[src/rtl/ddgs_pkg.sv]
// Package for the differential-drive goal steering block.
// Holds the controller command and status types, the CORDIC arc table and constants.
// No dependencies.
package ddgs_pkg;

  localparam int unsigned PowerMax = 25600;
  localparam int unsigned TwoPiQ16 = 411775;
  localparam int unsigned MaxSteps = 24;

  localparam logic [1:0] RegAngGain = 2'd0;
  localparam logic [1:0] RegLinGain = 2'd1;
  localparam logic [1:0] RegSlew    = 2'd2;
  localparam logic [1:0] RegLook    = 2'd3;

  typedef enum logic [3:0] {
    StIdle,
    StCordic,
    StProd1,
    StProd2,
    StTerm,
    StSqrt,
    StDiv,
    StMix,
    StSlew,
    StOut
  } state_e;

  typedef struct packed {
    logic load;
    logic cordic_step;
    logic prod1;
    logic prod2;
    logic terms;
    logic sqrt_step;
    logic div_step;
    logic mix;
    logic slew;
  } cmd_t;

  typedef struct packed {
    logic cordic_done;
    logic sqrt_done;
    logic div_done;
    logic stop;
  } sts_t;

  function automatic logic [31:0] arc_of(input logic [4:0] i);
    logic [31:0] a;
    begin
      case (i)
        5'd0: a = 32'h20000000;  5'd1: a = 32'h12E4051E;
        5'd2: a = 32'h09FB385B;  5'd3: a = 32'h051111D4;
        5'd4: a = 32'h028B0D43;  5'd5: a = 32'h0145D7E1;
        5'd6: a = 32'h00A2F61E;  5'd7: a = 32'h00517C55;
        5'd8: a = 32'h0028BE53;  5'd9: a = 32'h00145F2F;
        5'd10: a = 32'h000A2F98; 5'd11: a = 32'h000517CC;
        5'd12: a = 32'h00028BE6; 5'd13: a = 32'h000145F3;
        5'd14: a = 32'h0000A2FA; 5'd15: a = 32'h0000517D;
        5'd16: a = 32'h000028BE; 5'd17: a = 32'h0000145F;
        5'd18: a = 32'h00000A30; 5'd19: a = 32'h00000518;
        5'd20: a = 32'h0000028C; 5'd21: a = 32'h00000146;
        5'd22: a = 32'h000000A3; 5'd23: a = 32'h00000051;
        default: a = 32'h0;
      endcase
      return a;
    end
  endfunction

endpackage

[src/rtl/ddgs_ctrl.sv]
// Controller state machine of the goal steering block.
// Steps the datapath: CORDIC, products, sqrt and divide on a stop, mix, slew; uses ddgs_pkg.
module ddgs_ctrl (
  input  logic           clk_i,
  input  logic           rst_ni,
  input  logic           in_valid_i,
  output logic           in_ready_o,
  output logic           out_valid_o,
  input  logic           out_ready_i,
  input  ddgs_pkg::sts_t sts_i,
  output ddgs_pkg::cmd_t cmd_o
);
  import ddgs_pkg::*;

  state_e state_q, state_d;

  always_ff @(posedge clk_i or negedge rst_ni) begin
    if (!rst_ni) begin
      state_q <= StIdle;
    end else begin
      state_q <= state_d;
    end
  end

  always_comb begin
    state_d = state_q;
    case (state_q)
      StIdle:   if (in_valid_i) state_d = StCordic;
      StCordic: if (sts_i.cordic_done) state_d = StProd1;
      StProd1:  state_d = StProd2;
      StProd2:  state_d = StTerm;
      StTerm:   state_d = sts_i.stop ? StSqrt : StMix;
      StSqrt:   if (sts_i.sqrt_done) state_d = StDiv;
      StDiv:    if (sts_i.div_done) state_d = StMix;
      StMix:    state_d = StSlew;
      StSlew:   state_d = StOut;
      StOut:    if (out_ready_i) state_d = StIdle;
      default:  state_d = StIdle;
    endcase
  end

  always_comb begin
    cmd_o = '0;
    in_ready_o = 1'b0;
    out_valid_o = 1'b0;
    case (state_q)
      StIdle: begin
        in_ready_o = 1'b1;
        cmd_o.load = in_valid_i;
      end
      StCordic: cmd_o.cordic_step = 1'b1;
      StProd1:  cmd_o.prod1 = 1'b1;
      StProd2:  cmd_o.prod2 = 1'b1;
      StTerm:   cmd_o.terms = 1'b1;
      StSqrt:   cmd_o.sqrt_step = 1'b1;
      StDiv:    cmd_o.div_step = 1'b1;
      StMix:    cmd_o.mix = 1'b1;
      StSlew:   cmd_o.slew = 1'b1;
      StOut:    out_valid_o = 1'b1;
      default:  cmd_o = '0;
    endcase
  end

endmodule

[config.mk]
export PLATFORM = sky130hd
export DESIGN_NAME = ddgs_ctrl
export DESIGN_NICKNAME = d
export VERILOG_FILES = /design/src/rtl/ddgs_pkg.sv /design/src/rtl/ddgs_ctrl.sv
export SDC_FILE = /design/constraint.sdc
export NUM_CORES = 1
export LEC_CHECK = 0
export ABC_CLOCK_PERIOD_IN_PS = 2700
export BUFFER_PORTS_ARGS = -buffer_cell sky130_fd_sc_hd__buf_2
export CORE_AREA = 2 2 39 41
export CTS_CLUSTER_SIZE = 10
export DETAILED_ROUTE_END_ITERATION = 10
export DIE_AREA = 0 0 41 43
export GPL_ROUTABILITY_DRIVEN = 0
export PLACE_DENSITY = 0.55
export SLEW_MARGIN = 20
export SYNTH_ARGS = -nofsm -noshare
export SYNTH_HDL_FRONTEND = slang
export SYNTH_SLANG_ARGS = --single-unit
export TNS_END_PERCENT = 20
[constraint.sdc]
create_clock -name clk_i -period 2.7 [get_ports clk_i]
set_input_delay 0.405 -clock clk_i [delete_from_list [all_inputs] [get_ports clk_i]]
set_output_delay 0.405 -clock clk_i [all_outputs]
set_load 0.02 [all_outputs]
* After elaboration in Yosys (flattened, before gate mapping)
Index checks and enable logic that the tools add are counted.
Storage, ports and cells: memory bits (writable) 0, word-level logic and storage cells 35, bits in latches 0, register bits 4, bits of input ports 8, ROM bits 0, memories 0
Cells by class: magnitude comparators 0, $mul 0, $add $sub $neg 0, equality and inequality tests 14, shift-type cells 0, div/mod/pow operators 0, bitwise gates (word level) 0, reductions and logical operators 2, muxes and demuxes 18
Operator list (count):
- $pmux 4 s10 | 1
- $mux 4 | 5
- $eq 4x3->1 const B | 4
- $mux 1 | 11
- $ne 2x2->1 const B | 5
- $eq 4x2->1 const B | 2
- $eq 4x4->1 const B | 2
- $reduce_and 5->1 | 1
- $eq 4x1->1 const B | 1
- $logic_not 4->1 | 1
- $mux 2 | 1

* Logic depth before layout (Yosys ltp)
Gate-level depths: netlist of run 1.
depth after elaboration 3, mapped depth 4

* Worst setup path before layout of run 1
No wires, ideal clock.
kind register to output, from register state_q[3], to output cmd_o[8] in the netlist's numbering, buffers on the path 0, required time 2.295 ns, arrival time 1.507 ns, cell stages (with the launch flop) 4, path slack 0.788 ns, path through dfrtp_1 or2_4 nor3_1 and2_1
RTL lines:
- from (decl) | line ddgs_ctrl.sv:15 | state_e state_q, state_d;
- from (signal assigned) | line ddgs_ctrl.sv:19 | state_q <= StIdle;
- from (signal assigned) | line ddgs_ctrl.sv:21 | state_q <= state_d;
- to (decl) | line ddgs_ctrl.sv:11 | output ddgs_pkg::cmd_t cmd_o

==> run metrics, run 1 <==
Most flops, register state_q; worst skew pair latency 0.23 ns; number of port buffers 18; first drt pass iteration count 3; initial antenna violation count 0; Arr. time, crit path 1.45 ns; H-tree depth 1; slowest CP cell dfrtp_1; commonest non-fill, non-tap cell in the layout buf_2; Crit Path Max Fanout 8; count of cell types in the netlist 22; Slew @ Worst Pin 0.2974 ns; CP Capture Type primary output; cell chain of the critical path or2_4, nor3_1, and2_1, buf_2; Die ar. 0.001763 sq mm; RSZ-0062 raised after global routing no; critical path class reg -> out; worst min path class in -> reg; Final Hold Viols 0; largest net degree at the start of global routing 12; syn_nets 47; # diodes 0; worst relative slew slack 80.17%; CTS Hold Bufs 1; Vias per Instance 4.533; top flop regs state_q x4; Tmin final 1.854 ns; CTS resizes 0; die span in y 43 um; wire per inst 10.29 um; # fillers 155; vias 340; sequential element share of the synthesized area 31.50%; Critical Path RT 2.30 ns; DRC errors left 0; Nets 69; initial drt markers 3; Max Clock Skew 0.001757 ns; Final Cell Area 450.4 sq um; Initial Util 22.97%; io pins 19; Yosys reg bits 4; leakage power total 0.2253 nW; Syn Inst Count 39; vias in the first global route 298; maxcap violations 0; most frequent cells in the layout 18 x buf_2, 8 x nor2_1, 4 x dfrtp_1; Pwr Density 1241 mW/mm^2; grt met3 use 1.571%; Clock Path Buffers 2; die width 41 um; total track usage 10.29%; setup TNS after final layout 0 ns; GR Util met2 14.06%; status completed; fin crit share 68.67%; wire length of the first global-routing pass 1.193 mm; Synth Area per Inst 8.149 sq um; # Post-CTS Setup Buffers 0; gr busiest metal met2; placed cell area 417.9 sq um; WP buf/inv 1; drt total wl 772 um; Worst path top cell family by delay simple AND/OR/NAND/NOR gates; CTS Sinks 4; Synth Warn # 0; Max stage delay on crit path 0.44 ns; detailed placement HPWL 584.2 um; Startpoint Class flop; Reg clk slew, reported paths 0.04 ns; Peak Freq 0.5393 GHz; Setup-failing EPs final 0; Final Max Slew Viols 0; Max IR drop VDD 388.7 uV; CTS tree built; core area 0.001384 sq mm; FP Rows 14; root buffer cell clkbuf_4; Syn-to-layout area delta 41.73%; max reg flops 4; Synth Cell Area 317.8 sq um; antenna-violating nets left 0; met1 usage 12.75%; GRT overflow 0; total CTS buffers 3; share of cells above drive strength 1 44.07%
==> final timing paths <==
kind	from	cells past startpoint	endpoint	slack, ns
setup / recovery	state_q[3]	4	cmd_o[8]	0.85
hold / removal	out_ready_i	3	state_q[3]	0.49
setup reg to reg	state_q[3]	3	state_q[0]	1.31
hold reg to reg	state_q[3]	1	state_q[1]	0.57
max in group asynchronous	rst_ni	2	state_q[1]	2.07
min in group asynchronous	rst_ni	2	state_q[2]	0.51
==> layer usage <==
metal	vias to the layer above	wire length, um
li1	174	-
met4	0	0
met2	6	395
met5	-	0
met1	160	339
met3	0	37
==> worst reg2reg max path, stage by stage (launching register included) <==
cell and delay (ns):
dfrtp_1 0.44, or2_4 0.30, or3_1 0.32, a31o_1 0.22
==> synthesized netlist by cell type, drive strengths merged <==
cell type | instances | area [sq um]
or3 | 1 | 6.260
nor2 | 8 | 30.03
or2 | 1 | 8.760
a21oi | 2 | 10.01
buf | 2 | 10.01
o21bai | 1 | 7.510
a211o | 1 | 8.760
a31o | 1 | 8.760
or2b | 2 | 16.27
o21ai | 2 | 10.00
dfrtp | 4 | 100.1
mux2 | 1 | 11.26
nor3 | 3 | 15.01
nand2b | 3 | 18.77
nor2b | 2 | 12.51
nand2 | 1 | 3.750
and2 | 1 | 6.260
xor2 | 1 | 8.760
or3b | 1 | 8.760
o32ai | 1 | 16.27
==> cell families (layout without fill, tap and decap cells) <==
kind of cell	count (synthesis)	after routing	synth area share, %
muxes	1	1	3.543
DFF	4	4	31.50
AOI/OAI and AO/OA	8	8	19.29
xor gates and xnor gates	1	1	2.756
buffers and inverters	2	22	3.150
and+or+nand+nor	23	23	39.77
==> power by group <==
group / switching (mW) / leakage (nW) / total (mW) / internal [mW]
clock: 0.0222 / 0.0138 / 0.0717 / 0.0496
sequential: 0.0634 / 0.0501 / 0.153 / 0.0894
combinational: 0.187 / 0.161 / 0.335 / 0.148
total: 0.272 / 0.225 / 0.559 / 0.287
==> layout make-up <==
cell class / instances / area, sq um / share of cell area (%)
Multi-Input combinational cell: 33 / 207.7 / 46.11
Sequential cell: 4 / 100.1 / 22.22
Timing Repair Buffer: 19 / 100.1 / 22.22
Clock buffer: 3 / 22.52 / 5.000
Tap cell: 16 / 20.02 / 4.444
==> per-stage QoR <==
step / utilization [%] / power [mW] / instances / setup WS (ns) / hold WS, ns
floorplan: - / 0.4023 / 39 / 0.7875 / 0.1094
global placement: 30.20 / 0.4928 / 71 / 1.139 / 0.2117
finish: 32.55 / 0.5591 / 75 / 0.8459 / 0.4854
CTS: 32.55 / 0.5680 / 75 / 0.8282 / 0.4758
global route: 32.55 / 0.6096 / 75 / 0.7155 / 0.5061
detailed placement: 30.20 / 0.4891 / 71 / 1.100 / 0.2142
Power figures use the tool's default switching activity.
==> inputs of run 2 (changes only) <==
--- a/config.mk
+++ b/config.mk
@@ -5,14 +5,14 @@
 export SDC_FILE = /design/constraint.sdc
 export NUM_CORES = 1
 export LEC_CHECK = 0
-export ABC_CLOCK_PERIOD_IN_PS = 2700
+export ABC_CLOCK_PERIOD_IN_PS = 1660
 export BUFFER_PORTS_ARGS = -buffer_cell sky130_fd_sc_hd__buf_2
 export CORE_AREA = 2 2 39 41
 export CTS_CLUSTER_SIZE = 10
 export DETAILED_ROUTE_END_ITERATION = 10
 export DIE_AREA = 0 0 41 43
 export GPL_ROUTABILITY_DRIVEN = 0
-export PLACE_DENSITY = 0.55
+export PLACE_DENSITY = 0.57
 export SLEW_MARGIN = 20
 export SYNTH_ARGS = -nofsm -noshare
 export SYNTH_HDL_FRONTEND = slang
==> constraint.sdc (replaced) <==
create_clock -name clk_i -period 1.66 [get_ports clk_i]
set_input_delay 0.249 -clock clk_i [delete_from_list [all_inputs] [get_ports clk_i]]
set_output_delay 0.249 -clock clk_i [all_outputs]
set_load 0.02 [all_outputs]
==> run metrics, run 2 (synthesis gave the netlist of run 1 again) <==
leakage power total 0.2406 nW (+6.8%); maxcap violations 0 (unchanged); Peak Freq 0.6303 GHz; antenna-violating nets left 0 (unchanged); vias 355 (+4.4%); Clk network pwr share 11.6% (-1.2 points); share of cells above drive strength 1 51.61% (+7.5 points); # diodes 0 (unchanged); Post-Layout Cell Count 78 (+4.0%); DRC errors left 0 (unchanged); initial drt markers 4 (+1); root buffer cell clkbuf_4; CTS tree built; Pwr Density 2045 mW/mm^2 (+65%); die width 41 um (unchanged); CP Capture Type primary output; critical path class reg -> out; Nets 72 (+4.3%); Clock Path Buffers 2 (unchanged); Arr. time, crit path 1.34 ns (-0.11 ns); top flop regs state_q x4; Startpoint Class flop; worst relative slew slack 75.83% (-4.3 points); H-tree depth 1 (unchanged); Max stage delay on crit path 0.43 ns (about the same); DP Cell Count 71 (unchanged); setup TNS after final layout 0 ns (unchanged); GRT overflow 0 (unchanged); Critical Path RT 1.41 ns (-0.89 ns); total CTS buffers 3 (unchanged); Syn-to-layout area delta 53.94%; Die ar. 0.001763 sq mm (unchanged); HP Start out_ready_i; Setup-failing EPs final 0 (unchanged); Vias per Instance 4.551 (+0.40%); slowest CP cell dfrtp_2; Max Clock Skew 0.001212 ns (-0.0005453 ns); Final Hold Viols 0 (unchanged); design internal power 0.5244 mW (+83%); commonest non-fill, non-tap cell in the layout buf_2; number of port buffers 18 (unchanged); Crit Path Max Fanout 7 (-1); Reg power frac 26.2% (-1.1 points); Combinational Power Share 62.2% (+2.4 points); detailed placement HPWL 577.2 um (-1.2%); Tmin final 1.587 ns; max reg flops 4 (unchanged); Slew @ Worst Pin 0.3626 ns (+0.06515 ns); RSZ-0062 raised after global routing no; CTS Sinks 4 (unchanged); cell chain of the critical path or2_4, nor3_4, and2_1, buf_4; Switching Fraction 47.57% (-1.1 points); Initial Util 22.97% (unchanged); worst min path class in -> reg; Final Max Slew Viols 0 (unchanged); vias in the first global route 310 (+4.0%); status completed; Most flops, register state_q; P_sw 0.4758 mW (+75%); RR Startpoint state_q[3]; initial antenna violation count 0 (unchanged); drt total wl 782 um (+1.3%); core area 0.001384 sq mm (unchanged); total track usage 9.759% (-0.53 points); largest net degree at the start of global routing 12 (unchanged); fin crit share 95.58%; Reg clk slew, reported paths 0.04 ns (about the same); wire per inst 10.03 um (-2.6%); first drt pass iteration count 4 (+1); FP Rows 14 (unchanged); Max IR drop VDD 524.8 uV (+35%); placed cell area 422.9 sq um (+1.2%); die span in y 43 um (unchanged); Setup crit start state_q[3]; wire length of the first global-routing pass 1.207 mm (+1.2%); Final Cell Area 489.2 sq um (+8.6%); most frequent cells in the layout 17 x buf_2, 8 x nor2_1, 4 x buf_4; io pins 19 (unchanged); worst skew pair latency 0.23 ns (about the same)
## run 2: cell type report
type / instances / area [sq um]
repair buffers: 22 / 125.1
multi-input cells: 33 / 219.0
well taps: 16 / 20.02
clock buffers: 3 / 22.52
fillers: 149 / 894.6
flip-flops and latches: 4 / 102.6
## run 2: timing repair
action,in CTS,in global routing
setup endpoints to repair,1,2
setup buffers,0,3
gates resized for setup,1,3
endpoints found under the hold margin,4,0
hold buffers,1,0
## run 2: routing by layer
metal	global-route usage [%]	up-vias	part of all wire [%]
met5	0	-	0
met4	4.000	0	0
met3	3.141	0	5.2
met2	14.37	6	49
met1	12.62	168	46
li1	-	181	-
## run 2: stage by stage
stage               util, %  total power [mW]  hold WS (ns)  setup slack (ns)
global route          35.35             1.082        0.3566          0.004398
finish                35.35             1.000        0.3258           0.07333
CTS                   33.00            0.9334        0.3235           0.01862
detailed placement    30.56            0.8065       0.05577            0.2596
floorplan                 -            0.6648      -0.04659            0.1228
global placement      30.56            0.8059       0.05645            0.2507
## run 2: worst paths after layout
check / end / slack [ns] / cells after the start
setup / recovery: cmd_o[8] / 0.07 / 4
hold / removal: state_q[3] / 0.33 / 3
hold reg to reg: state_q[1] / 0.51 / 1
max in group asynchronous: state_q[2] / 1.19 / 2
setup reg to reg: state_q[0] / 0.28 / 3
min in group asynchronous: state_q[1] / 0.35 / 2
## run 2: worst max-delay path: cells and delay by family (launching register included)
family | cells | cell delay [ns]
simple gates | 3 | 0.54
flops | 1 | 0.43
buf+inv | 1 | 0.13
## run 2: power by group through the flow
stage                     Clock (mW)  Sequential, mW  Combinational [mW]
after floorplan                    0           0.181               0.484
after global placement             0           0.259               0.547
after detailed placement           0           0.256               0.550
after CTS                      0.121           0.258               0.554
after global routing           0.128           0.277               0.678
final                          0.116           0.262               0.622
